File: config.mk
export PLATFORM = sky130hd
export DESIGN_NAME = cpu8_alu_with_status_flags_top
export DESIGN_NICKNAME = d
export VERILOG_FILES = /design/src/sv/c8alu_pkg.sv /design/src/sv/c8alu_front.sv /design/src/sv/c8alu_queue.sv /design/src/sv/c8alu_back.sv /design/src/sv/cpu8_alu_with_status_flags_top.sv
export VERILOG_INCLUDE_DIRS = /design/src /design/src/sv
export SDC_FILE = /design/constraint.sdc
export NUM_CORES = 1
export LEC_CHECK = 0
export BUFFER_PORTS_ARGS = -buffer_cell sky130_fd_sc_hd__buf_2
export CORE_MARGIN = 2
export CORE_UTILIZATION = 65
export DETAILED_ROUTE_END_ITERATION = 10
export PLACE_DENSITY = 0.85
export REMOVE_ABC_BUFFERS = 1
export SETUP_SLACK_MARGIN = 0.3
export SLEW_MARGIN = 5
export SYNTH_ARGS = -nofsm -noshare
export SYNTH_HDL_FRONTEND = slang
export SYNTH_SLANG_ARGS = --single-unit
File: constraint.sdc
create_clock -name clk -period 6.7 [get_ports clk]
set_clock_uncertainty 0.2 [all_clocks]
set_input_delay 1.34 -clock clk [delete_from_list [all_inputs] [get_ports clk]]
set_output_delay 1.34 -clock clk [all_outputs]
set_load 0.005 [all_outputs]
File: src/sv/cpu8_alu_with_status_flags_top_macros.svh
// Assertion macros shared by the ALU block.
`ifndef CPU8_ALU_WITH_STATUS_FLAGS_TOP_MACROS_SVH
`define CPU8_ALU_WITH_STATUS_FLAGS_TOP_MACROS_SVH

// Check a property on every edge outside reset.
`define C8ALU_ASSERT(label, clock, reset, prop, msg) \
  label: assert property (@(posedge clock) disable iff (reset) prop) else $error(msg);

// Check a property on every edge, reset included.
`define C8ALU_ASSERT_ALWAYS(label, clock, prop, msg) \
  label: assert property (@(posedge clock) prop) else $error(msg);

`endif

File: src/sv/c8alu_pkg.sv
// Shared types, operation codes and class codes of the 8-bit ALU.
`default_nettype none
package c8alu_pkg;

  // Request operation codes
  localparam logic [3:0] OP_ORA = 4'd0;
  localparam logic [3:0] OP_AND = 4'd1;
  localparam logic [3:0] OP_EOR = 4'd2;
  localparam logic [3:0] OP_ADC = 4'd3;
  localparam logic [3:0] OP_LDA = 4'd4;
  localparam logic [3:0] OP_CMP = 4'd5;
  localparam logic [3:0] OP_SBC = 4'd6;
  localparam logic [3:0] OP_ASL = 4'd7;
  localparam logic [3:0] OP_LSR = 4'd8;
  localparam logic [3:0] OP_ROL = 4'd9;
  localparam logic [3:0] OP_ROR = 4'd10;
  localparam logic [3:0] OP_INC = 4'd11;
  localparam logic [3:0] OP_DEC = 4'd12;
  localparam logic [3:0] OP_BRT = 4'd13;

  // Execution classes
  localparam logic [2:0] CLS_NOP    = 3'd0;
  localparam logic [2:0] CLS_LOGIC  = 3'd1;
  localparam logic [2:0] CLS_ADD    = 3'd2;
  localparam logic [2:0] CLS_LDA    = 3'd3;
  localparam logic [2:0] CLS_CMP    = 3'd4;
  localparam logic [2:0] CLS_SHIFT  = 3'd5;
  localparam logic [2:0] CLS_INCDEC = 3'd6;
  localparam logic [2:0] CLS_BRANCH = 3'd7;

  // Sub-operation codes within a class
  localparam logic [1:0] SUB_OR  = 2'd0;
  localparam logic [1:0] SUB_AND = 2'd1;
  localparam logic [1:0] SUB_EOR = 2'd2;
  localparam logic [1:0] SUB_ASL = 2'd0;
  localparam logic [1:0] SUB_LSR = 2'd1;
  localparam logic [1:0] SUB_ROL = 2'd2;
  localparam logic [1:0] SUB_ROR = 2'd3;
  localparam logic [1:0] SUB_INC = 2'd0;
  localparam logic [1:0] SUB_DEC = 2'd1;

  // Flag bit positions in the status register
  localparam int FLAG_N = 3;
  localparam int FLAG_V = 2;
  localparam int FLAG_Z = 1;
  localparam int FLAG_C = 0;

  // Branch condition flag selects (condition bits 2:1)
  localparam logic [1:0] BSEL_N = 2'd0;
  localparam logic [1:0] BSEL_V = 2'd1;
  localparam logic [1:0] BSEL_C = 2'd2;
  localparam logic [1:0] BSEL_Z = 2'd3;

  // Default queue depth between front and back
  localparam int Q_DEPTH = 2;

  // Decoded item handed from front to back
  typedef struct packed {
    logic [2:0] cls;
    logic [1:0] sub;
    logic [7:0] operand;
    logic       use_acc;
    logic [2:0] cond;
  } uop_t;

endpackage
`default_nettype wire

File: src/sv/c8alu_front.sv
// Front end: accepts request items and decodes them into execution classes.
`default_nettype none
module c8alu_front
  import c8alu_pkg::*;
(
  input  wire logic       clk,
  input  wire logic       rst,
  input  wire logic       in_valid,
  output logic            in_ready,
  input  wire logic [3:0] req_type,
  input  wire logic [7:0] operand,
  input  wire logic       use_accumulator,
  input  wire logic [2:0] branch_cond,
  output logic            push,
  input  wire logic       q_ready,
  output uop_t            push_uop
);

  logic fv;
  uop_t uop;
  uop_t dec;

  // Classify the request; SBC gets its operand complemented here
  always_comb begin
    dec.cls     = CLS_NOP;
    dec.sub     = SUB_OR;
    dec.operand = operand;
    dec.use_acc = use_accumulator;
    dec.cond    = branch_cond;
    unique case (req_type)
      OP_ORA: begin dec.cls = CLS_LOGIC; dec.sub = SUB_OR; end
      OP_AND: begin dec.cls = CLS_LOGIC; dec.sub = SUB_AND; end
      OP_EOR: begin dec.cls = CLS_LOGIC; dec.sub = SUB_EOR; end
      OP_ADC: dec.cls = CLS_ADD;
      OP_LDA: dec.cls = CLS_LDA;
      OP_CMP: dec.cls = CLS_CMP;
      OP_SBC: begin dec.cls = CLS_ADD; dec.operand = ~operand; end
      OP_ASL: begin dec.cls = CLS_SHIFT; dec.sub = SUB_ASL; end
      OP_LSR: begin dec.cls = CLS_SHIFT; dec.sub = SUB_LSR; end
      OP_ROL: begin dec.cls = CLS_SHIFT; dec.sub = SUB_ROL; end
      OP_ROR: begin dec.cls = CLS_SHIFT; dec.sub = SUB_ROR; end
      OP_INC: begin dec.cls = CLS_INCDEC; dec.sub = SUB_INC; end
      OP_DEC: begin dec.cls = CLS_INCDEC; dec.sub = SUB_DEC; end
      OP_BRT: dec.cls = CLS_BRANCH;
      default: dec.cls = CLS_NOP;
    endcase
  end

  // Decode register: refills in the cycle it drains into the queue
  assign in_ready = !fv || q_ready;
  assign push     = fv;
  assign push_uop = uop;

  always_ff @(posedge clk) begin
    if (rst) begin
      fv <= 1'b0;
    end else if (in_valid && in_ready) begin
      fv <= 1'b1;
    end else if (q_ready) begin
      fv <= 1'b0;
    end
  end

  always_ff @(posedge clk) begin
    if (in_valid && in_ready) begin
      uop <= dec;
    end
  end

endmodule
`default_nettype wire

File: src/sv/c8alu_queue.sv
// Short FIFO of decoded items between front and back.
`default_nettype none
`include "cpu8_alu_with_status_flags_top_macros.svh"
module c8alu_queue
  import c8alu_pkg::*;
#(
  parameter int DEPTH = Q_DEPTH
) (
  input  wire logic clk,
  input  wire logic rst,
  input  wire logic push,
  output logic      q_ready,
  input  wire uop_t push_uop,
  output logic      q_valid,
  input  wire logic pop,
  output uop_t      pop_uop
);

  localparam int AW = (DEPTH > 1) ? $clog2(DEPTH) : 1;
  localparam int CW = $clog2(DEPTH + 1);

  uop_t          slots [DEPTH];
  logic [AW-1:0] wptr;
  logic [AW-1:0] rptr;
  logic [CW-1:0] count;
  logic          do_push;
  logic          do_pop;

  assign q_ready = (count != CW'(DEPTH));
  assign q_valid = (count != '0);
  assign do_push = push && q_ready;
  assign do_pop  = pop && q_valid;
  assign pop_uop = slots[rptr];

  // Pointers and fill count
  always_ff @(posedge clk) begin
    if (rst) begin
      wptr  <= '0;
      rptr  <= '0;
      count <= '0;
    end else begin
      if (do_push) begin
        wptr <= (wptr == AW'(DEPTH - 1)) ? '0 : wptr + 1'b1;
      end
      if (do_pop) begin
        rptr <= (rptr == AW'(DEPTH - 1)) ? '0 : rptr + 1'b1;
      end
      if (do_push && !do_pop) begin
        count <= count + 1'b1;
      end else if (do_pop && !do_push) begin
        count <= count - 1'b1;
      end
    end
  end

  // Storage
  always_ff @(posedge clk) begin
    if (do_push) begin
      slots[wptr] <= push_uop;
    end
  end

  `C8ALU_ASSERT(a_q_grow, clk, rst, (do_push && !do_pop) |=> (count == $past(count) + 1'b1), "queue count did not grow on push")
  `C8ALU_ASSERT(a_q_drain, clk, rst, (do_pop && !do_push && count == CW'(1)) |=> !q_valid, "queue not empty after last item left")

endmodule
`default_nettype wire

File: src/sv/c8alu_back.sv
// Back end: executes decoded items against accumulator and flags.
`default_nettype none
`include "cpu8_alu_with_status_flags_top_macros.svh"
module c8alu_back
  import c8alu_pkg::*;
(
  input  wire logic  clk,
  input  wire logic  rst,
  input  wire logic  q_valid,
  output logic       pop,
  input  wire uop_t  pop_uop,
  output logic       out_valid,
  input  wire logic  out_ready,
  output logic [7:0] acc_out,
  output logic [7:0] result_byte,
  output logic       flag_negative,
  output logic       flag_overflow,
  output logic       flag_zero,
  output logic       flag_carry,
  output logic       branch_taken
);

  logic [7:0] acc;
  logic [3:0] flags;
  logic [7:0] acc_next;
  logic [3:0] flags_next;
  logic [7:0] res;
  logic       taken;
  logic [7:0] src;
  logic [8:0] total;
  logic [8:0] diff;
  logic       sel_bit;
  logic       cin;

  assign pop = q_valid && (!out_valid || out_ready);
  assign cin = flags[FLAG_C];
  assign src = pop_uop.use_acc ? acc : pop_uop.operand;

  // Adder and comparator
  assign total = {1'b0, acc} + {1'b0, pop_uop.operand} + {8'd0, cin};
  assign diff  = {1'b0, acc} - {1'b0, pop_uop.operand};

  // Execute one item
  always_comb begin
    acc_next   = acc;
    flags_next = flags;
    res        = 8'd0;
    taken      = 1'b0;
    sel_bit    = 1'b0;
    unique case (pop_uop.cls)
      CLS_NOP: ;
      CLS_LOGIC: begin
        unique case (pop_uop.sub)
          SUB_OR:  acc_next = acc | pop_uop.operand;
          SUB_AND: acc_next = acc & pop_uop.operand;
          default: acc_next = acc ^ pop_uop.operand;
        endcase
        flags_next[FLAG_N] = acc_next[7];
        flags_next[FLAG_Z] = (acc_next == 8'd0);
      end
      CLS_ADD: begin
        acc_next = total[7:0];
        flags_next[FLAG_V] = ~(acc[7] ^ pop_uop.operand[7]) & (acc[7] ^ total[7]);
        flags_next[FLAG_C] = total[8];
        flags_next[FLAG_N] = total[7];
        flags_next[FLAG_Z] = (total[7:0] == 8'd0);
      end
      CLS_LDA: begin
        acc_next = pop_uop.operand;
        flags_next[FLAG_N] = pop_uop.operand[7];
        flags_next[FLAG_Z] = (pop_uop.operand == 8'd0);
      end
      CLS_CMP: begin
        flags_next[FLAG_N] = diff[7];
        flags_next[FLAG_Z] = (acc == pop_uop.operand);
        flags_next[FLAG_C] = !diff[8];
      end
      CLS_SHIFT: begin
        unique case (pop_uop.sub)
          SUB_ASL: res = {src[6:0], 1'b0};
          SUB_LSR: res = {1'b0, src[7:1]};
          SUB_ROL: res = {src[6:0], cin};
          default: res = {cin, src[7:1]};
        endcase
        flags_next[FLAG_C] = (pop_uop.sub == SUB_ASL || pop_uop.sub == SUB_ROL) ?
                             src[7] : src[0];
        flags_next[FLAG_N] = res[7];
        flags_next[FLAG_Z] = (res == 8'd0);
        if (pop_uop.use_acc) begin
          acc_next = res;
        end
      end
      CLS_INCDEC: begin
        res = (pop_uop.sub == SUB_INC) ? pop_uop.operand + 8'd1 : pop_uop.operand - 8'd1;
        flags_next[FLAG_N] = res[7];
        flags_next[FLAG_Z] = (res == 8'd0);
      end
      CLS_BRANCH: begin
        unique case (pop_uop.cond[2:1])
          BSEL_N: sel_bit = flags[FLAG_N];
          BSEL_V: sel_bit = flags[FLAG_V];
          BSEL_C: sel_bit = flags[FLAG_C];
          default: sel_bit = flags[FLAG_Z];
        endcase
        taken = (sel_bit == pop_uop.cond[0]);
      end
      default: ;
    endcase
  end

  // Architectural state
  always_ff @(posedge clk) begin
    if (rst) begin
      acc   <= 8'd0;
      flags <= 4'd0;
    end else if (pop) begin
      acc   <= acc_next;
      flags <= flags_next;
    end
  end

  // Output register
  always_ff @(posedge clk) begin
    if (rst) begin
      out_valid <= 1'b0;
    end else if (pop) begin
      out_valid <= 1'b1;
    end else if (out_ready) begin
      out_valid <= 1'b0;
    end
  end

  always_ff @(posedge clk) begin
    if (pop) begin
      acc_out       <= acc_next;
      result_byte   <= res;
      flag_negative <= flags_next[FLAG_N];
      flag_overflow <= flags_next[FLAG_V];
      flag_zero     <= flags_next[FLAG_Z];
      flag_carry    <= flags_next[FLAG_C];
      branch_taken  <= taken;
    end
  end

  `C8ALU_ASSERT_ALWAYS(a_state_reset, clk, rst |=> (acc == 8'd0 && flags == 4'd0), "state not cleared by reset")
  `C8ALU_ASSERT(a_v_only_add, clk, rst, (pop && pop_uop.cls != CLS_ADD) |=> (flags[FLAG_V] == $past(flags[FLAG_V])), "overflow changed outside add")

endmodule
`default_nettype wire

File: src/sv/cpu8_alu_with_status_flags_top.sv
// 6502-style 8-bit ALU with accumulator and N, V, Z, C status flags.
// The block sustains one item per cycle while out_ready holds: items pass a
// decode register, a short queue and the execute stage with its output
// register, in that order, before a result shows up. The rate is set by the
// execute stage, where accumulator and flags feed back into the next
// operation. The queue lets the front keep accepting while the output side
// stalls; up to QDEPTH + 2 items are held, counting the decode register and
// the output register.
// Reset clears the accumulator and all flags.
`default_nettype none
module cpu8_alu_with_status_flags_top
  import c8alu_pkg::*;
#(
  parameter int QDEPTH = Q_DEPTH
) (
  input  wire logic       clk,
  input  wire logic       rst,
  input  wire logic       in_valid,
  output logic            in_ready,
  input  wire logic [3:0] req_type,
  input  wire logic [7:0] operand,
  input  wire logic       use_accumulator,
  input  wire logic [2:0] branch_cond,
  output logic            out_valid,
  input  wire logic       out_ready,
  output logic [7:0]      acc_out,
  output logic [7:0]      result_byte,
  output logic            flag_negative,
  output logic            flag_overflow,
  output logic            flag_zero,
  output logic            flag_carry,
  output logic            branch_taken
);

  logic push;
  logic q_ready;
  logic q_valid;
  logic pop;
  uop_t push_uop;
  uop_t pop_uop;

  // Decode
  c8alu_front u_front (
    .clk             (clk),
    .rst             (rst),
    .in_valid        (in_valid),
    .in_ready        (in_ready),
    .req_type        (req_type),
    .operand         (operand),
    .use_accumulator (use_accumulator),
    .branch_cond     (branch_cond),
    .push            (push),
    .q_ready         (q_ready),
    .push_uop        (push_uop)
  );

  // Decoupling queue
  c8alu_queue #(
    .DEPTH (QDEPTH)
  ) u_queue (
    .clk      (clk),
    .rst      (rst),
    .push     (push),
    .q_ready  (q_ready),
    .push_uop (push_uop),
    .q_valid  (q_valid),
    .pop      (pop),
    .pop_uop  (pop_uop)
  );

  // Execute
  c8alu_back u_back (
    .clk           (clk),
    .rst           (rst),
    .q_valid       (q_valid),
    .pop           (pop),
    .pop_uop       (pop_uop),
    .out_valid     (out_valid),
    .out_ready     (out_ready),
    .acc_out       (acc_out),
    .result_byte   (result_byte),
    .flag_negative (flag_negative),
    .flag_overflow (flag_overflow),
    .flag_zero     (flag_zero),
    .flag_carry    (flag_carry),
    .branch_taken  (branch_taken)
  );

endmodule
`default_nettype wire
### After elaboration in Yosys (flattened, before gate mapping)

Memory sizes are Yosys's and may differ from the RTL's. A register that Yosys moved wholly into a read port is not among the register bits.
Index checks and enable logic that the tools add are counted.

| storage, ports and cells | value |
|---|---|
| register bits | 56 |
| bits in latches | 0 |
| bits in writable memories | 34 |
| memory bits (read-only) | 0 |
| logic and storage cells | 127 |
| memories kept | 1 |

Memory list:

| name | words | width | read ports | clocked after memory_dff | write ports | RTL line | source |
|---|---|---|---|---|---|---|---|
| u_queue.slots | 2 | 17 | 1 | 1 | 1 | c8alu_queue.sv:22 | `uop_t slots [DEPTH];` |

| operators by class | value |
|---|---|
| $add $sub $neg | 9 |
| multipliers | 0 |
| div/mod/pow operators | 0 |
| order comparisons | 0 |
| eq/ne operators | 27 |
| shift operators | 0 |
| muxes and demuxes | 31 |
| bitwise logic cells | 8 |
| reductions and logical operators | 32 |

Operator list:

| cell | number |
|---|---|
| 8-bit 2-to-1 mux | 6 |
| 8-bit logical NOT | 5 |
| 8-bit one-hot mux with 2 select lines | 2 |
| 8-bit one-hot mux with 4 select lines | 1 |
| 4-bit == test, second input constant | 6 |
| 8-bit one-hot mux with 3 select lines | 1 |
| 3-bit one-hot mux with 7 select lines | 1 |
| 4-bit by 3-bit == test with 1-bit output, second input constant | 4 |
| 1-bit 2-to-1 mux | 13 |
| 3-bit == test, second input constant | 4 |
| 1-bit one-hot mux with 6 select lines | 2 |
| 8-bit by 8-bit adder with 9-bit output | 1 |
| 9-bit by 1-bit adder with 9-bit output | 1 |
| 8-bit by 8-bit subtractor with 9-bit output | 1 |
| 8-bit by 1-bit adder with 8-bit output, second input constant | 1 |
| 8-bit bitwise AND | 1 |
| 4-bit by 2-bit == test with 1-bit output, second input constant | 2 |
| 8-bit == test | 1 |
| 8-bit inverter | 1 |
| 8-bit bitwise OR | 1 |
| 2-bit nonzero test | 4 |
| 8-bit by 1-bit subtractor with 8-bit output, second input constant | 1 |
| 8-bit XOR | 1 |
| 3-bit by 2-bit == test with 1-bit output, second input constant | 2 |
| 23 further kinds | 44 |

### Logic depth before layout (Yosys ltp)

| logic depth | value |
|---|---|
| word-level depth | 7 |
| gate-level depth with buffers | 13 |

### Cells and area by module

A second synthesis with hierarchy kept.

| second synthesis, totals | value |
|---|---|
| cells, all modules | 542 |
| area total of the unflattened synthesis | 5748.0 um^2 |

By module, submodules not included:

| module | instances | cells each | area an instance (um^2) |
|---|---|---|---|
| c8alu_back | 1 | 414 | 3523.4 |
| c8alu_queue | 1 | 77 | 1447.6 |
| c8alu_front | 1 | 51 | 777.0 |

### Worst setup path before layout

OpenSTA, ideal clock, no wires.

| timing | value |
|---|---|
| path kind | reg-to-reg |
| start | register (tool-made name) |
| end | register u_back.acc_out[6], data pin |
| library setup time | 0.267 ns |
| arrival time | 2.733 ns |
| required time | 6.233 ns |
| path slack | 3.500 ns |
| cell stages (with the launch flop) | 13 |
| path through | dfxtp_1 -> buf_6 -> mux2i_4 -> inv_1 -> fa_1 -> fa_1 -> a211oi_1 -> o21ai_0 -> a21oi_1 -> xnor2_1 -> a21oi_1 -> o22ai_1 -> a21oi_1 |

RTL lines:

| element | RTL line | source |
|---|---|---|
| to (signal assigned) | c8alu_back.sv:135 | `acc_out <= acc_next;` |
| to (decl) | c8alu_back.sv:14 | `output logic [7:0] acc_out,` |

==> metrics.md <==
| Metric | Value |
|---|---|
| Outcome | finished, final reports clean |
| Antenna Diode Count | 0 |
| Die Ht | 97.0 µm |
| Fraction of power spent switching nets | 44.9% |
| Highest attainable clock frequency | 0.225 GHz |
| Synth Register Bits | 91 |
| Final-report hold violation count | 0 |
| NumNets Final | 622 |
| Ordered list of cells on the worst path | mux2i_4 -> nand2b_1 -> fa_1 -> a211oi_1 -> nor2_1 -> xnor2_1 -> nand4_1 -> nand4b_1 -> and3_1 -> a211oi_2 |
| Initial antenna violation count | 0 |
| Pre-antenna DRT Iters | 5 |
| Final WL | 13800 µm |
| Shortest clock period the worst path allows after layout | 4440 ps |
| Internal Pwr Total | 1.49 mW |
| Clock slew seen by the registers of the worst setup and hold paths | 100 ps |
| Final std cell area, no fill | 6040 µm² |
| Clock tree from TritonCTS | yes |
| HPWL after detailed placement | 10100 µm |
| Placed Cells incl. Taps | 662 |
| Main flop type after synthesis | sky130_fd_sc_hd__edfxtp_1 |
| Arrival time worst endpoint | 4540 ps |
| Power, Total | 2.71 mW |
| Post-synth design cell area | 5620 µm² |
| Post-detailed-route via-to-cell ratio | 6.48 |
| First-pass GRT wire length | 22300 µm |
| Layout overhead on the synthesized area | 7.39% |
| DRT antenna net count | 0 |
| Synthesized netlist cell count | 532 |
| Max-cap check violation count | 0 |
| Period utilisation layout | 66.3% |
| Util after Layout | 72.7% |
| Vias in the first global route | 4209 |
| Class of the worst hold path | flop to flop |
| Maximum buffer depth of the clock tree | 2 |
| Post-placement worst setup slack | 2370 ps |
| Initial standard-cell utilization of the core | 67.7% |
| Fraction of final layout cells with drive strength greater than 1 | 14.7% |
| Crit path required time | 6790 ps |
| Setup_tns | 0 ps |
| Startpoint Class | flop |
| Fraction of the yosys area taken by sequential cells | 45.2% |
| Die X | 97.0 µm |
| Core Footprint | 8300 µm² |
| Setup Viol. Count Final | 0 |
| Residual DRC | 0 |
| Gp weighted congestion | 1.00 |
| Total number of vias | 4395 |
| Delay of the slowest cell on the worst path | 890 ps |
| Number of slew-limit violations in the final report | 0 |
| Floorplan die area | 9410 µm² |
| Cell row count | 33 |
| Cell at the slowest stage of the critical path | sky130_fd_sc_hd__mux2i_4 |
| Non-filler instance count after layout | 678 |
| Final WS setup | 2260 ps |
| Crit-path max FO | 30 |
| Resized cells post-CTS | 0 |
| Count of distinct cell types in the synthesized netlist | 70 |
| Buffers inserted by post-CTS timing repair | 0 |
| Synthesized area per cell | 10.6 µm² |
| Number of placed I/O pins | 43 |
| Count of input and output buffers | 42 |
| Number of fill cells in the layout | 618 |
| Maximum level of the CTS H-tree | 3 |
| Pin count of the biggest net entering global routing | 35 |
| Total global routing track utilization | 30.2% |
| Root buffer selected by CTS | sky130_fd_sc_hd__clkbuf_8 |
| Endpoint class of the critical path | flop |
| Count of flip-flops with a built-in enable after synthesis | 72 |
| Cell area after placement | 5850 µm² |
| Headroom to the max-slew limit | 32.5% |
| Leakage power figure | 2.38 nW |
| Transition time at the pin with the least slew margin | 993 ps |
| Async S/R FF share, synth | 0% |
| Warnings from Yosys | 0 |
| Maximum ir drop on the vdd rail | 0.201 mV |
| # hold bufs at CTS | 0 |
| Sequential cell fraction of total power | 32.9% |
| Iter 0 DRT Violations | 388 |
| Number of buffers added by the clock tree synthesis step | 9 |
| Final Hold Slack | 229 ps |
| RSZ-0062 raised after global routing | false |
| Switching power | 1.22 mW |
| Clock Sinks | 91 |
| Clock power frac | 13.7% |
| Final routed wire length divided by cell count | 20.4 µm |
| Pwr dens | 449 nW/µm² |
| Latest clock arrival within the worst-skew pair | 380 ps |
| Part of the power in combinational logic | 53.4% |
| Category of the critical setup timing path | flop to flop |
| GRT Residual Overflow | 0 |
logic make-up (layout without fill, tap and decap cells):
kind of cell	Yosys count	in the layout	share of synthesized area (%)
AOI/OAI and AO/OA	128	128	14.9
xor gates and xnor gates	26	26	4.05
adders and majority gates	34	34	7.97
buffers and inverters	51	92	4.72
DFF	91	91	45.2
muxes	43	43	9.22
and+or+nand+nor	159	159	13.9
critical path, delay by kind of cell, from the launching register on:
family | cells | cell delay, ps
multiplexers | 1 | 890
AND/OR/NAND/NOR | 5 | 1240
adder cells (fa/ha/maj) | 1 | 570
AO/OA/AOI/OAI | 2 | 480
XOR/XNOR | 1 | 210
flip-flops | 1 | 770
power groups by stage:
stage / Combinational, mW / Clock [mW] / Sequential [mW]
floorplan: 0.992 / 0 / 0.898
global placement: 1.36 / 0 / 0.898
detailed placement: 1.39 / 0 / 0.904
CTS: 1.40 / 0.373 / 0.891
global route: 1.57 / 0.395 / 0.909
finish: 1.44 / 0.371 / 0.892
registers in the layout, summed over array words and instances, names as in the netlist, 2 cells and up, named ones only:
| name | cells |
|---|---|
| u_back.result_byte | 8 |
| u_back.acc_out | 8 |
| u_front.push_uop | 17 |
| u_queue.slots | 34 |
| u_queue.count | 2 |
| u_back.flags | 4 |
| u_back.acc | 8 |
final timing paths:
path | cells after the start | start | to | slack, ps
setup / recovery | 10 | flop | u_back.flags[1]$_SDFFE_PP0P_ | 2260
hold / removal | 0 | u_front.push_uop[12]$_DFFE_PP_ | u_queue.slots[1][12]$_DFFE_PP_ | 230
hold reg to reg | 0 | u_front.push_uop[12]$_DFFE_PP_ | u_queue.slots[1][12]$_DFFE_PP_ | 230
setup reg to reg | 10 | flop | u_back.flags[1]$_SDFFE_PP0P_ | 2260
cell usage after synthesis, types with 4 or more instances:
library cell               number  area (µm²)
sky130_fd_sc_hd__mux2i_4        4        90.1
sky130_fd_sc_hd__buf_6          5        56.3
sky130_fd_sc_hd__nand3_1       10        50.1
sky130_fd_sc_hd__mux2i_1       29         290
sky130_fd_sc_hd__o21ai_0       25         125
sky130_fd_sc_hd__a211oi_1      11        82.6
sky130_fd_sc_hd__edfxtp_1      72        2160
sky130_fd_sc_hd__nor4_1         4        25.0
sky130_fd_sc_hd__inv_1         30         113
sky130_fd_sc_hd__dfxtp_1       19         380
sky130_fd_sc_hd__xnor2_1       10        87.6
sky130_fd_sc_hd__o21bai_1       4        30.0
sky130_fd_sc_hd__nor2_1        59         221
sky130_fd_sc_hd__clkbuf_1       4        15.0
sky130_fd_sc_hd__mux2_2         5        56.3
sky130_fd_sc_hd__o31a_1         4        35.0
sky130_fd_sc_hd__ha_1          31         388
sky130_fd_sc_hd__and2_1         6        37.5
sky130_fd_sc_hd__o31ai_1        5        37.5
sky130_fd_sc_hd__nand2b_1       5        31.3
sky130_fd_sc_hd__nand2_1       38         143
sky130_fd_sc_hd__buf_2          6        30.0
sky130_fd_sc_hd__a31oi_1        6        37.5
sky130_fd_sc_hd__o211ai_1       6        45.0
sky130_fd_sc_hd__a21oi_1       35         175
sky130_fd_sc_hd__nor3_1        12        60.1
sky130_fd_sc_hd__xor2_1        16         140
cells in the final DEF, fill, tap and decap left out, drive strengths merged, types with 6 or more instances in the layout:
master	count
dfxtp	19
buf	45
and2	7
inv	32
a211oi	12
nor3	13
nand2	39
ha	31
a21oi	35
edfxtp	72
xnor2	10
xor2	16
o211ai	6
mux2	8
o21ai	28
nor2	61
nand3	11
a31oi	6
mux2i	34
clkbuf	11
layer usage:
layer	GRT usage (%)	part of all wire [%]	vias to the layer above
li1	-	-	2030
met4	13.5	3.5	0
met5	0	0	-
met3	5.42	8.3	38
met2	49.4	47	247
met1	39.4	41	2080
layout make-up:
type	instances	area, µm²	area share (%)
well taps	105	131	2.18
repair buffers	45	233	3.86
clock inverters	5	35.0	0.580
multi-input cells	390	2830	46.8
flip-flops and latches	91	2540	42.1
clock buffers	11	153	2.53
inverters	31	116	1.93
No activity file was read; power rests on OpenSTA's default activity.
